==> src/rtl/sfp_pkg.sv <==
// ---------------------------------------------------------------------------
// sfp_pkg: shared types and constants for the sensor frame parser
// Frame delimiters, word/cmd codes, parser phases, error codes and the
// layout of the result word.
// ---------------------------------------------------------------------------
`default_nettype none

package sfp_pkg;

    // Frame delimiters
    localparam logic [7:0] HDR_FIRST  = 8'h53;
    localparam logic [7:0] HDR_SECOND = 8'h59;
    localparam logic [7:0] TRL_FIRST  = 8'h54;
    localparam logic [7:0] TRL_SECOND = 8'h43;

    // Word and cmd codes
    localparam logic [7:0] WORD_KEEPALIVE = 8'h80;
    localparam logic [7:0] WORD_PRESENCE  = 8'h01;
    localparam logic [7:0] WORD_BREATH    = 8'h02;
    localparam logic [7:0] WORD_HEART     = 8'h03;
    localparam logic [7:0] CMD_PHASE      = 8'h01;
    localparam logic [7:0] CMD_RATE       = 8'h05;

    // Received flag bits
    localparam int FLAG_PRESENCE = 0;
    localparam int FLAG_BREATH   = 1;
    localparam int FLAG_HEART    = 2;
    localparam logic [2:0] FLAGS_ALL = 3'b111;

    // Input request kinds (tuser)
    localparam logic CMD_BYTE  = 1'b0;
    localparam logic CMD_START = 1'b1;

    // Parser phases
    typedef enum logic [2:0] {
        PH_HDR  = 3'd0,
        PH_WORD = 3'd1,
        PH_CMD  = 3'd2,
        PH_LENL = 3'd3,
        PH_LENH = 3'd4,
        PH_DATA = 3'd5,
        PH_SUM  = 3'd6,
        PH_TAIL = 3'd7
    } phase_t;

    // Error codes
    typedef enum logic [1:0] {
        ERR_NONE     = 2'd0,
        ERR_LENGTH   = 2'd1,
        ERR_CHECKSUM = 2'd2,
        ERR_TRAILER  = 2'd3
    } err_t;

    // Result word, lowest field in the lowest bits
    typedef struct packed {
        logic       pad;
        logic       window_complete;
        err_t       error_code;
        logic       frame_accepted;
        logic [2:0] received_flags;
        logic [7:0] heartbeat_rate;
        logic [7:0] heart_phase;
        logic [15:0] breath_rate;
        logic [7:0] breath_phase;
        logic [7:0] presence_byte;
    } result_t;

    localparam int RESULT_W = $bits(result_t);

endpackage

`default_nettype wire

==> src/rtl/sensor_frame_parser.sv <==
// ---------------------------------------------------------------------------
// sensor_frame_parser: byte-serial sensor frame parser
// Parses header, word, cmd, length, payload, XOR checksum and trailer one
// byte per request and keeps the latest presence and vital-sign values.
// ---------------------------------------------------------------------------
//  channel  | dir | handshake              | payload
//  s_axis   | in  | s_axis_tvalid/tready   | tdata = rx_byte, tuser = cmd
//  m_axis   | out | m_axis_tvalid/tready   | tdata = result word (56 bits)
//
//  One request in, one result out; a request is taken every cycle unless the result register is full and stalled.
//  The parser state and the result register update at the edge that takes the request.
//  The single result register decouples the sides: a request is taken while
//  the register is empty or its result is taken in the same cycle.
//  rst_n clears the parser, held values, flags and the result valid.
// ---------------------------------------------------------------------------
`default_nettype none

module sensor_frame_parser
    import sfp_pkg::*;
#(
    parameter int MAX_PAYLOAD = 4
)
(
    input  wire logic                clk,
    input  wire logic                rst_n,
    input  wire logic                s_axis_tvalid,
    output logic                     s_axis_tready,
    input  wire logic [7:0]          s_axis_tdata,   // [7:0] rx_byte
    input  wire logic [0:0]          s_axis_tuser,   // [0] cmd
    output logic                     m_axis_tvalid,
    input  wire logic                m_axis_tready,
    // [7:0] presence byte, [15:8] breathing phase,
    // [31:16] breathing rate (tenths), [39:32] heartbeat phase,
    // [47:40] heartbeat_rate, [50:48] received_flags, [51] frame_accepted,
    // [53:52] error_code, [54] window_complete, [55] zero
    output logic [RESULT_W-1:0]      m_axis_tdata
);

    localparam int IDX_W = $clog2(MAX_PAYLOAD + 1);

    // Parser state
    phase_t           phase_reg, phase_next;
    logic             hdr_half_reg, hdr_half_next;
    logic             trl_half_reg, trl_half_next;
    logic [7:0]       kind_reg, kind_next;
    logic [7:0]       subkind_reg, subkind_next;
    logic [7:0]       len_low_reg, len_low_next;
    logic [IDX_W-1:0] len_reg, len_next;
    logic [IDX_W-1:0] idx_reg, idx_next;
    logic [7:0]       xor_reg, xor_next;
    logic [7:0]       pay0_reg, pay0_next;
    logic [7:0]       pay1_reg, pay1_next;

    // Held values
    logic [7:0]       presence_reg, presence_next;
    logic [7:0]       bphase_reg, bphase_next;
    logic [15:0]      brate_reg, brate_next;
    logic [7:0]       hphase_reg, hphase_next;
    logic [7:0]       hrate_reg, hrate_next;
    logic [2:0]       flags_reg, flags_next;
    logic             done_reg, done_next;

    // Output stage
    logic             out_valid_reg;
    result_t          out_data_reg;
    result_t          result_next;

    logic             take;
    logic [7:0]       b;
    logic [15:0]      len_full;
    logic [IDX_W-1:0] idx_inc;
    logic [2:0]       flags_upd;
    logic             accepted;
    err_t             err;

    assign s_axis_tready = !out_valid_reg || m_axis_tready;
    assign take          = s_axis_tvalid && s_axis_tready;
    assign b             = s_axis_tdata;
    assign len_full      = {b, len_low_reg};
    assign idx_inc       = idx_reg + IDX_W'(1);

    // State register
    always_ff @(posedge clk or negedge rst_n)
    begin
        if (!rst_n)
        begin
            phase_reg    <= PH_HDR;
            hdr_half_reg <= 1'b0;
            trl_half_reg <= 1'b0;
            kind_reg     <= '0;
            subkind_reg  <= '0;
            len_low_reg  <= '0;
            len_reg      <= '0;
            idx_reg      <= '0;
            xor_reg      <= '0;
            presence_reg <= '0;
            bphase_reg   <= '0;
            brate_reg    <= '0;
            hphase_reg   <= '0;
            hrate_reg    <= '0;
            flags_reg    <= '0;
            done_reg     <= 1'b0;
        end
        else
        begin
            phase_reg    <= phase_next;
            hdr_half_reg <= hdr_half_next;
            trl_half_reg <= trl_half_next;
            kind_reg     <= kind_next;
            subkind_reg  <= subkind_next;
            len_low_reg  <= len_low_next;
            len_reg      <= len_next;
            idx_reg      <= idx_next;
            xor_reg      <= xor_next;
            presence_reg <= presence_next;
            bphase_reg   <= bphase_next;
            brate_reg    <= brate_next;
            hphase_reg   <= hphase_next;
            hrate_reg    <= hrate_next;
            flags_reg    <= flags_next;
            done_reg     <= done_next;
        end
    end

    // Payload bytes: only the first two are ever used
    always_ff @(posedge clk)
    begin
        pay0_reg <= pay0_next;
        pay1_reg <= pay1_next;
    end

    // Next state and result
    always_comb
    begin
        phase_next    = phase_reg;
        hdr_half_next = hdr_half_reg;
        trl_half_next = trl_half_reg;
        kind_next     = kind_reg;
        subkind_next  = subkind_reg;
        len_low_next  = len_low_reg;
        len_next      = len_reg;
        idx_next      = idx_reg;
        xor_next      = xor_reg;
        pay0_next     = pay0_reg;
        pay1_next     = pay1_reg;
        presence_next = presence_reg;
        bphase_next   = bphase_reg;
        brate_next    = brate_reg;
        hphase_next   = hphase_reg;
        hrate_next    = hrate_reg;
        flags_next    = flags_reg;
        done_next     = done_reg;
        flags_upd     = flags_reg;
        accepted      = 1'b0;
        err           = ERR_NONE;

        if (take)
        begin
            if (s_axis_tuser[0] == CMD_START)
            begin
                // New window: clear flags and parser, keep held values
                flags_next    = '0;
                done_next     = 1'b0;
                phase_next    = PH_HDR;
                hdr_half_next = 1'b0;
                trl_half_next = 1'b0;
                xor_next      = '0;
                idx_next      = '0;
            end
            else if (!done_reg)
            begin
                case (phase_reg)
                    PH_HDR:
                    begin
                        if (hdr_half_reg && b == HDR_SECOND)
                        begin
                            hdr_half_next = 1'b0;
                            xor_next      = '0;
                            phase_next    = PH_WORD;
                        end
                        else
                        begin
                            // a stray first header byte re-arms the match
                            hdr_half_next = (b == HDR_FIRST);
                        end
                    end
                    PH_WORD:
                    begin
                        kind_next  = b;
                        xor_next   = xor_reg ^ b;
                        phase_next = PH_CMD;
                    end
                    PH_CMD:
                    begin
                        subkind_next = b;
                        xor_next     = xor_reg ^ b;
                        phase_next   = PH_LENL;
                    end
                    PH_LENL:
                    begin
                        len_low_next = b;
                        xor_next     = xor_reg ^ b;
                        phase_next   = PH_LENH;
                    end
                    PH_LENH:
                    begin
                        xor_next = xor_reg ^ b;
                        idx_next = '0;
                        len_next = len_low_reg[IDX_W-1:0];
                        if (len_full > 16'(MAX_PAYLOAD))
                        begin
                            err        = ERR_LENGTH;
                            phase_next = PH_HDR;
                            xor_next   = '0;
                        end
                        else if (len_full == 16'd0)
                        begin
                            phase_next = PH_SUM;
                        end
                        else
                        begin
                            phase_next = PH_DATA;
                        end
                    end
                    PH_DATA:
                    begin
                        if (idx_reg == IDX_W'(0))
                        begin
                            pay0_next = b;
                        end
                        if (idx_reg == IDX_W'(1))
                        begin
                            pay1_next = b;
                        end
                        idx_next = idx_inc;
                        xor_next = xor_reg ^ b;
                        if (idx_inc >= len_reg)
                        begin
                            phase_next = PH_SUM;
                        end
                    end
                    PH_SUM:
                    begin
                        if (b != xor_reg)
                        begin
                            err        = ERR_CHECKSUM;
                            phase_next = PH_HDR;
                            xor_next   = '0;
                            idx_next   = '0;
                        end
                        else
                        begin
                            trl_half_next = 1'b0;
                            phase_next    = PH_TAIL;
                        end
                    end
                    PH_TAIL:
                    begin
                        if (!trl_half_reg && b == TRL_FIRST)
                        begin
                            trl_half_next = 1'b1;
                        end
                        else if (trl_half_reg && b == TRL_SECOND)
                        begin
                            // complete frame: apply the known word/cmd pairs
                            accepted = 1'b1;
                            if (kind_reg == WORD_KEEPALIVE && subkind_reg == CMD_PHASE)
                            begin
                                flags_upd = flags_reg;
                            end
                            else if (kind_reg == WORD_PRESENCE && subkind_reg == CMD_PHASE
                                     && len_reg != '0)
                            begin
                                presence_next            = pay0_reg;
                                flags_upd[FLAG_PRESENCE] = 1'b1;
                            end
                            else if (kind_reg == WORD_BREATH && subkind_reg == CMD_PHASE
                                     && len_reg != '0)
                            begin
                                bphase_next = pay0_reg;
                            end
                            else if (kind_reg == WORD_BREATH && subkind_reg == CMD_RATE
                                     && len_reg >= IDX_W'(2))
                            begin
                                brate_next             = {pay1_reg, pay0_reg};
                                flags_upd[FLAG_BREATH] = 1'b1;
                            end
                            else if (kind_reg == WORD_HEART && subkind_reg == CMD_PHASE
                                     && len_reg != '0)
                            begin
                                hphase_next = pay0_reg;
                            end
                            else if (kind_reg == WORD_HEART && subkind_reg == CMD_RATE
                                     && len_reg != '0)
                            begin
                                hrate_next            = pay0_reg;
                                flags_upd[FLAG_HEART] = 1'b1;
                            end
                            flags_next    = flags_upd;
                            done_next     = (flags_upd == FLAGS_ALL);
                            phase_next    = PH_HDR;
                            trl_half_next = 1'b0;
                            xor_next      = '0;
                            idx_next      = '0;
                        end
                        else
                        begin
                            err           = ERR_TRAILER;
                            phase_next    = PH_HDR;
                            trl_half_next = 1'b0;
                            xor_next      = '0;
                            idx_next      = '0;
                        end
                    end
                    default:
                    begin
                        phase_next = PH_HDR;
                    end
                endcase
            end
        end

        result_next.pad             = 1'b0;
        result_next.window_complete = done_next;
        result_next.error_code      = err;
        result_next.frame_accepted  = accepted;
        result_next.received_flags  = flags_next;
        result_next.heartbeat_rate  = hrate_next;
        result_next.heart_phase     = hphase_next;
        result_next.breath_rate     = brate_next;
        result_next.breath_phase    = bphase_next;
        result_next.presence_byte   = presence_next;
    end

    // Result register
    always_ff @(posedge clk or negedge rst_n)
    begin
        if (!rst_n)
        begin
            out_valid_reg <= 1'b0;
        end
        else if (take)
        begin
            out_valid_reg <= 1'b1;
        end
        else if (m_axis_tready)
        begin
            out_valid_reg <= 1'b0;
        end
    end

    always_ff @(posedge clk)
    begin
        if (take)
        begin
            out_data_reg <= result_next;
        end
    end

    assign m_axis_tvalid = out_valid_reg;
    assign m_axis_tdata  = out_data_reg;

endmodule

`default_nettype wire

==> config.mk <==
export PLATFORM = sky130hd
export DESIGN_NAME = sensor_frame_parser
export DESIGN_NICKNAME = d
export VERILOG_FILES = /design/src/rtl/sfp_pkg.sv /design/src/rtl/sensor_frame_parser.sv
export SDC_FILE = /design/constraint.sdc
export NUM_CORES = 1
export LEC_CHECK = 0
export ABC_CLOCK_PERIOD_IN_PS = 4900
export BUFFER_PORTS_ARGS = -buffer_cell sky130_fd_sc_hd__buf_2
export CAP_MARGIN = 20
export CORE_ASPECT_RATIO = 0.9
export CORE_MARGIN = 3
export CORE_UTILIZATION = 63
export DETAILED_ROUTE_END_ITERATION = 10
export GPL_ROUTABILITY_DRIVEN = 0
export GPL_TIMING_DRIVEN = 1
export PLACE_DENSITY = 0.89
export RECOVER_POWER = 100
export SLEW_MARGIN = 20
export SYNTH_ARGS = -nofsm -noshare
export SYNTH_HDL_FRONTEND = slang
export SYNTH_SLANG_ARGS = --single-unit
==> constraint.sdc <==
create_clock -name clk -period 4.9 [get_ports clk]
set_clock_uncertainty 0.15 [all_clocks]
set_input_delay 0.245 -clock clk [delete_from_list [all_inputs] [get_ports clk]]
set_output_delay 0.245 -clock clk [all_outputs]
set_load 0.02 [all_outputs]
==> reports/results.txt, run 1 <==
Site Rows: 35
DP HPWL: 9.639 mm
Internal power: 2.595 mW
Vias in the first global route: 4423
Worst slew pin tran: 2.001 ns
Arr. time, crit path: 3.44 ns
Dominant cell type by area after synthesis: dfrtp_1
Post-Syn Instances: 464
Vias: 4400
Reg2reg setup slack: 1.63 ns
Worst-Skew Late Latency: 0.42 ns
Sw Ratio: 0.2801
RR Endpoint: idx_reg[0]$_DFFE_PN0P_
Placed Cells: 647
Register bit total from synthesis: 167
Total CTS buffers: 17
Full die area: 12120 um2
Critical path class: flip-flop to flip-flop
VDD IR-drop max: 0.2923 mV
First-pass GRT wire length: 24.52 mm
Leakage power: 3.225 nW
Total gr overflow: 0
Status: finished, violations left
Total GRT Usage: 0.2691
Multi-input logic area: 2088 um2
Worst Setup End Kind: flip-flop
Largest net degree at the start of global routing: 63
Worst Reg2Reg Path Length in Cells: 7
Worst r2r src: m_axis_tvalid$_DFFE_PN0P_
Peak fanout along the critical path: 32
Clock Tree Buf Depth: 2
Syn nets: 483
I/O Pins: 71
Max-cap violations: 1
Initial Util: 0.6574
Most frequent cells in the layout: dfrtp_1 (96), edfxtp_1 (71), clkbuf_1 (66)
Share of synthesized registers carrying an async set or reset: 0.5749
Die Height: 104.7 um
Part of the power in combinational logic: 0.131
Min-delay worst type: input port to flip-flop
Area share of the largest cell type after synthesis: 0.3521
Die X: 115.7 um
Post-synthesis cell type count: 55
WP data required: 5.06 ns
PnR Total Power: 3.605 mW
Final wirelength: 15.46 mm
Violated checks: capacitance limit, slew limit
H-tree depth: 4
Clock power frac: 0.379
Final cell count without fillers: 681
Sequential share of power: 0.490
Routed len/inst: 22.70 um
# DRC: 0
Clock slew at reported path FFs: 0.07 ns
Core ar.: 10380 um2
DR iter-0 viols: 823
Post-synth design cell area: 6823 um2
Avg Vias per Cell: 6.461
Largest cells by area after synthesis: dfrtp_1 (35%), edfxtp_1 (31%), mux2_2 (11%), nand2b_1 (2.1%), mux2_4 (1.8%)
Root buffer cell: clkbuf_16
Max-slew headroom: -0.3337
Net Sw Power: 1.010 mW
Tmin final: 3.272 ns
Yosys warns: 0
Final-report setup violation count: 0
Layout area overhead: 13.09%
Max reg flops: 55
Share of the cycle needed by the critical path after routing: 0.6678
Initial antenna violation count: 0
Share of layout cells above drive strength 1: 0.1395
RSZ-0062 raised after global routing: false
Place WS: 2.111 ns
Buffers added on ports: 69
Post-synth top flop: dfrtp_1
PwrDens: 467.2 nW/um2
Layout net count: 558
WHS Path Cells: 3
Crit path launch type: flip-flop
Commonest non-fill, non-tap cell in the layout: dfrtp_1
Reg area: 4534 um2
Syn_area_per_cell: 14.70 um2
ANT nets after route: 0
CTS Sinks: 167
Worst hold margin: 0.03431 ns
Setup ws final: 1.628 ns
Fin. Hold Viols: 0
CTS tree: yes
Hold path startpoint: m_axis_tready
Register area share after synthesis: 0.6646
Hold Path Sink: m_axis_tvalid$_DFFE_PN0P_
DRT Pass-1 Iters: 6
Number of flops mapped to enable cells by yosys: 71
# fillers: 628
Setup tns final: 0 ns
Max-slew violation count: 36
Ant. Diodes: 0
Fmax achieved: 0.3056 GHz
[metal layers]
layer | track usage | part of all wire
met3 | 0.07412 | 0.089
met5 | 0 | 0
met4 | 0.07622 | 0.031
met1 | 0.3619 | 0.39
met2 | 0.4347 | 0.49
[logic make-up (layout without fill, tap and decap cells)]
| group | Yosys count | count (layout) | synth area share |
|---|---|---|---|
| xor gates and xnor gates | 8 | 8 | 0.01027 |
| buffers and inverters | 24 | 112 | 0.01559 |
| other | 1 | 1 | 0.0005496 |
| muxes | 76 | 76 | 0.1298 |
| AOI/OAI and AO/OA | 51 | 51 | 0.05209 |
| adders and majority gates | 6 | 6 | 0.01100 |
| DFF | 167 | 167 | 0.6646 |
| and+or+nand+nor | 131 | 131 | 0.1161 |
[per-stage QoR]
step | instance area [um2] | util
detailed placement | 7267 | 0.7002
floorplan | 6823 | -
CTS | 7895 | 0.7607
global placement | 7267 | 0.7002
global route | 7716 | 0.7435
finish | 7716 | 0.7435
[area by class of cell]
class / count / area share
flip-flops and latches: 167 / 0.5876
multi-input cells: 273 / 0.2706
clock buffers: 17 / 0.05513
repair buffers: 73 / 0.03859
clock inverters: 15 / 0.02367
well taps: 129 / 0.02092
inverters: 7 / 0.003405
[worst max path at each step]
stage	start	slack [ns]	cells past startpoint	to
3_3_place_gp	m_axis_tvalid$_DFFE_PN0P_	2.19	7	idx_reg[0]$_DFFE_PN0P_
3_5_place_dp	m_axis_tvalid$_DFFE_PN0P_	2.11	7	idx_reg[0]$_DFFE_PN0P_
2_1_floorplan	m_axis_tvalid$_DFFE_PN0P_	1.68	6	idx_reg[0]$_DFFE_PN0P_
4_1_cts	idx_reg[0]$_DFFE_PN0P_	2.01	9	phase_reg[1]$_DFFE_PN0P_
5_1_grt	m_axis_tvalid$_DFFE_PN0P_	1.40	7	idx_reg[0]$_DFFE_PN0P_
6_report	m_axis_tvalid$_DFFE_PN0P_	1.63	7	idx_reg[0]$_DFFE_PN0P_
[worst max-delay path, cell delays in order (launching register included)]
cell,delay (ns)
dfrtp_1,0.38
nand2b_1,0.16
nand2_1,0.18
inv_1,0.93
buf_4,0.53
nand2_1,0.29
o41a_1,0.24
mux2_2,0.28
[power by group through the flow]
| stage | registers (mW) | clock network (mW) | logic, mW |
|---|---|---|---|
| after floorplan | 1.76 | 0 | 0.348 |
| after global placement | 1.78 | 0 | 0.451 |
| after detailed placement | 1.79 | 0 | 0.469 |
| after CTS | 1.76 | 1.38 | 0.482 |
| after global routing | 1.79 | 1.44 | 0.516 |
| final | 1.77 | 1.37 | 0.472 |
[synthesized netlist by cell type, types with 3 or more instances]
library cell / n
a211o_1: 3
a21oi_1: 5
a22o_1: 9
and3_1: 3
buf_2: 7
clkbuf_1: 7
dfrtp_1: 96
edfxtp_1: 71
ha_1: 6
inv_1: 6
mux2_2: 68
mux2_4: 8
nand2_1: 20
nand2b_1: 23
nand3_1: 9
nand4_1: 7
nor2_1: 17
nor2b_1: 7
nor3_1: 11
nor3_2: 3
nor3b_1: 4
nor4_1: 9
nor4b_1: 3
o211ai_1: 4
o21ai_0: 16
xnor2_1: 8
[what timing repair did]
| action | CTS | global route |
|---|---|---|
| gates resized for setup | 0 | 0 |
| hold buffers | 2 | 0 |
| buffers inserted | 0 | 0 |
| hold endpoints to repair | 35 | 0 |
No activity file was read; power rests on OpenSTA's default activity.
==> run 2, diff against run 1 <==
- ABC_CLOCK_PERIOD_IN_PS: 4900 -> 2700
- CORE_UTILIZATION: 63 -> 53
- PLACE_DENSITY: 0.89 -> 0.8
- clock period: 4.9 -> 2.7 ns (I/O delays scaled with it)
==> reports/results.txt, run 2 (synthesis gave the netlist of run 1 again) <==
CP max-delay cell: nor4_1
RSZ-0062 raised after global routing: false
Final wirelength: 14.92 mm
Initial Util: 0.5541
Status: finished, final reports clean
Crit path launch type: flip-flop
# fillers: 908
Total CTS buffers: 17
I/O Pins: 71
Worst-Skew Late Latency: 0.42 ns
Commonest non-fill, non-tap cell in the layout: dfrtp_1
Vias in the first global route: 4430
Total GRT Usage: 0.2178
CTS tree: yes
Setup tns final: 0 ns
Setup ws final: 0.1519 ns
Total gr overflow: 0
Hold path startpoint: m_axis_tready
Sequential share of power: 0.489
Root buffer cell: clkbuf_16
Min-delay worst type: input port to flip-flop
Die X: 125.6 um
Share of the cycle needed by the critical path after routing: 0.9437
Max-cap violations: 0
Max-slew headroom: 0.1465
CP Cell Sequence: nor4_1 > nand3_1 > nor4_1 > nand3_1 > buf_4 > mux2_2
Final instance area: 8023 um2
Vias: 4301
Buffers added on ports: 69
Avg Vias per Cell: 5.836
H-tree depth: 4
DR iter-0 viols: 461
DRT Pass-1 Iters: 5
DP HPWL: 9.642 mm
Sw Ratio: 0.2649
Tmin final: 2.548 ns
Worst r2r src: kind_reg[3]$_DFFE_PN0P_
Reg area: 4534 um2
Largest stage delay, worst path: 0.50 ns
Worst Setup End Kind: flip-flop
ANT nets after route: 0
# DRC: 0
Max reg flops: 55
Full die area: 14270 um2
WP data required: 2.71 ns
Peak fanout along the critical path: 8
Die Height: 113.6 um
PwrDens: 818.7 nW/um2
Most frequent cells in the layout: dfrtp_1 (96), clkbuf_1 (71), edfxtp_1 (71)
Fin. Hold Viols: 0
Part of the power in combinational logic: 0.137
Largest net degree at the start of global routing: 51
Clock slew at reported path FFs: 0.06 ns
CP top delay family: simple AND/OR/NAND/NOR gates
Routed len/inst: 20.25 um
CTS Sinks: 167
Fmax achieved: 0.3924 GHz
Critical path class: flip-flop to flip-flop
Net Sw Power: 1.740 mW
Leakage power: 3.357 nW
Multi-input logic area: 2167 um2
PnR Total Power: 6.568 mW
Place WS: 0.1218 ns
Core ar.: 12310 um2
Post-DP Area: 7432 um2
Worst slew pin tran: 1.280 ns
Layout area overhead: 17.59%
Clock power frac: 0.374
Layout net count: 583
Arr. time, crit path: 2.56 ns
First-pass GRT wire length: 23.74 mm
Crit path buffers/inverters: 1
Initial antenna violation count: 0
Internal power: 4.828 mW
Layout Utilization: 0.6515
Share of layout cells above drive strength 1: 0.2062
Post-CTS Setup Inserts: 0
Final-report setup violation count: 0
Ant. Diodes: 0
Clock Tree Buf Depth: 2
VDD IR-drop max: 0.4851 mV
Worst setup startpoint: kind_reg[3]$_DFFE_PN0P_
Site Rows: 38
Max-slew violation count: 0
-- run 2: tightest hold or removal path: stages --
cell and delay (ns):
buf_2 0.08, nand2b_1 0.21, nand2_1 0.21, nand2_1 0.11
o21ai_0 0.08
-- run 2: path summary, 6_finish.rpt --
check | end | slack [ns] | depth (start not counted)
worst max register to register | m_axis_tdata[2]$_DFFE_PP_ | 0.15 | 6
worst min-delay path | hdr_half_reg$_DFFE_PN0P_ | 0.31 | 5
worst min register to register | brate_reg[12]$_DFF_PN0_ | 0.34 | 1
max in group asynchronous | len_low_reg[0]$_DFFE_PN0P_ | 0.60 | 3
min in group asynchronous | presence_reg[6]$_DFF_PN0_ | 0.38 | 2
worst max-delay path | m_axis_tdata[2]$_DFFE_PP_ | 0.15 | 6
-- run 2: final cells by class --
cell class / instances / area share
timing repair buffer: 98 / 0.06160
sequential: 167 / 0.5652
clock buffer: 22 / 0.05661
tap: 160 / 0.02495
multi-input combinational: 273 / 0.2701
inverter: 7 / 0.003431
clock inverter: 10 / 0.01809
-- run 2: power by group through the flow --
stage               Combinational [mW]  Sequential (mW)  Clock (mW)
floorplan                        0.631             3.20           0
global placement                 0.866             3.21           0
finish                           0.900             3.21        2.46
global route                     0.989             3.24        2.61
detailed placement               0.895             3.24           0
CTS                              0.927             3.20        2.50
-- run 2: stage by stage --
| step | hold WS [ns] | std cells |
|---|---|---|
| after CTS | 0.1531 | 737 |
| after floorplan | -0.3106 | 464 |
| after global routing | 0.3478 | 737 |
| after global placement | 0.05416 | 693 |
| after detailed placement | 0.06283 | 693 |
| final | 0.3138 | 737 |
-- run 2: what timing repair did --
action | CTS | global route
resized for setup | 0 | 1
endpoints found under the setup margin | 0 | 1
hold buffers | 12 | 0
endpoints found under the hold margin | 71 | 0
-- run 2: routing by layer --
metal / GRT usage / routed length [um] / vias to the layer above
li1: - / - / 1919
met1: 0.2827 / 6227 / 2183
met2: 0.3528 / 7478 / 173
met3: 0.05852 / 964 / 26
met4: 0.08887 / 252 / 0
met5: 0 / 0 / -
==> run 3, diff against run 2 <==
- CORE_UTILIZATION: 53 -> 40
- PLACE_DENSITY: 0.8 -> 0.64
==> reports/results.txt, run 3 (synthesis gave the netlist of run 1 again) <==
Vias: 4289
Fin. Hold Viols: 0
Peak fanout along the critical path: 12
Internal power: 4.806 mW
Worst Setup End Kind: flip-flop
Sequential share of power: 0.484
Initial Util: 0.4159
Sw Ratio: 0.2665
VDD IR-drop max: 0.4934 mV
ANT nets after route: 0
H-tree depth: 4
Clock slew at reported path FFs: 0.06 ns
DRT Pass-1 Iters: 7
PwrDens: 815.6 nW/um2
I/O Pins: 71
Total GRT Usage: 0.1687
Worst-Skew Late Latency: 0.42 ns
Die Height: 129.9 um
Critical path class: flip-flop to flip-flop
Routed len/inst: 19.51 um
# DRC: 0
Worst slew pin tran: 1.050 ns
Initial antenna violation count: 0
DR iter-0 viols: 376
Max-slew violation count: 0
Net Sw Power: 1.746 mW
# fillers: 1424
Site Rows: 44
Clock power frac: 0.371
WHS Path Cells: 3
Buffers added on ports: 69
Part of the power in combinational logic: 0.145
Arr. time, crit path: 2.54 ns
Crit path launch type: flip-flop
Setup tns final: 0 ns
Clock Tree Buf Depth: 2
Total gr overflow: 0
CTS Sinks: 167
Status: finished, final reports clean
Total CTS buffers: 17
Min-delay worst type: input port to flip-flop
Most frequent cells in the layout: dfrtp_1 (96), clkbuf_1 (84), edfxtp_1 (71)
Max-cap violations: 0
Setup ws final: 0.1674 ns
Max-slew headroom: 0.3000
Fmax achieved: 0.3948 GHz
Final-report setup violation count: 0
Layout net count: 590
Worst Reg2Reg Path Length in Cells: 6
Vias in the first global route: 4317
RSZ-0062 raised after global routing: false
Largest net degree at the start of global routing: 40
RR Endpoint: m_axis_tdata[13]$_DFFE_PP_
Layout Utilization: 0.4896
First-pass GRT wire length: 23.71 mm
Worst r2r src: phase_reg[1]$_DFFE_PN0P_
Layout area overhead: 17.73%
Full die area: 18660 um2
Share of the cycle needed by the critical path after routing: 0.9380
Reg2reg setup slack: 0.17 ns
Ant. Diodes: 0
Place WS: 0.1005 ns
Die X: 143.7 um
Commonest non-fill, non-tap cell in the layout: dfrtp_1
Tmin final: 2.533 ns
CTS tree: yes
Max reg flops: 55
Root buffer cell: clkbuf_16
Share of layout cells above drive strength 1: 0.2003
Leakage power: 3.305 nW
Core ar.: 16410 um2
Hold path startpoint: s_axis_tdata[6]
WP data required: 2.71 ns
DP HPWL: 10.80 mm
Avg Vias per Cell: 5.422
Hold Path Sink: m_axis_tdata[51]$_SDFFCE_PP0P_
Final wirelength: 15.44 mm
-- run 3: area by class of cell --
cell class / count / area (um2) / area share
Tap cell: 207 / 259.0 / 0.03224
Clock buffer: 22 / 444.2 / 0.05530
Timing Repair Buffer: 105 / 484.2 / 0.06028
Clock inverter: 10 / 145.1 / 0.01807
Sequential cell: 167 / 4534 / 0.5645
Multi-Input combinational cell: 273 / 2138 / 0.2662
Inverter: 7 / 27.53 / 0.003427
-- run 3: worst max-delay path by stage --
stage	end	start	cells past startpoint
5_1_grt	m_axis_tdata[15]$_DFFE_PP_	phase_reg[1]$_DFFE_PN0P_	6
3_3_place_gp	phase_reg[1]$_DFFE_PN0P_	idx_reg[0]$_DFFE_PN0P_	9
2_1_floorplan	idx_reg[0]$_DFFE_PN0P_	m_axis_tvalid$_DFFE_PN0P_	6
3_5_place_dp	phase_reg[1]$_DFFE_PN0P_	idx_reg[0]$_DFFE_PN0P_	9
4_1_cts	phase_reg[1]$_DFFE_PN0P_	idx_reg[0]$_DFFE_PN0P_	9
6_report	m_axis_tdata[13]$_DFFE_PP_	phase_reg[1]$_DFFE_PN0P_	6
-- run 3: power by group through the flow --
stage / Combinational [mW] / Clock (mW) / Sequential [mW]
floorplan: 0.631 / 0 / 3.20
global placement: 0.935 / 0 / 3.19
detailed placement: 0.965 / 0 / 3.21
CTS: 0.981 / 2.48 / 3.16
global route: 1.05 / 2.57 / 3.20
finish: 0.948 / 2.43 / 3.17
-- run 3: per-stage QoR --
stage	power [mW]	hold slack, ns	instances	instance area, um2
finish	6.551	0.05341	791	8033
global route	6.826	0.07594	791	8033
CTS	6.624	0.009535	791	8230
detailed placement	4.173	-0.005042	751	7561
global placement	4.124	-0.01438	751	7561
floorplan	3.827	-0.3106	464	6824
-- run 3: timing repair --
item                                   4_1_cts  5_1_grt
setup endpoints to repair                    0        2
resized for setup                            0        2
hold buffers                                 8        0
endpoints found under the hold margin       53        0
setup buffers                                0        0
-- run 3: critical path, cell delays in order, from the launching register on --
cell and delay (ns):
dfrtp_1 0.39, clkbuf_1 0.41, nand3_1 0.23, nor2_4 0.23, and3_1 0.26, clkbuf_1 0.23
mux2_2 0.38
-- run 3: metal layers --
layer,global-route usage,part of all wire,vias up
met4,0.05482,0.018,0
li1,-,-,1938
met5,0,0,-
met3,0.04361,0.052,28
met1,0.2281,0.46,2160
met2,0.2686,0.47,163
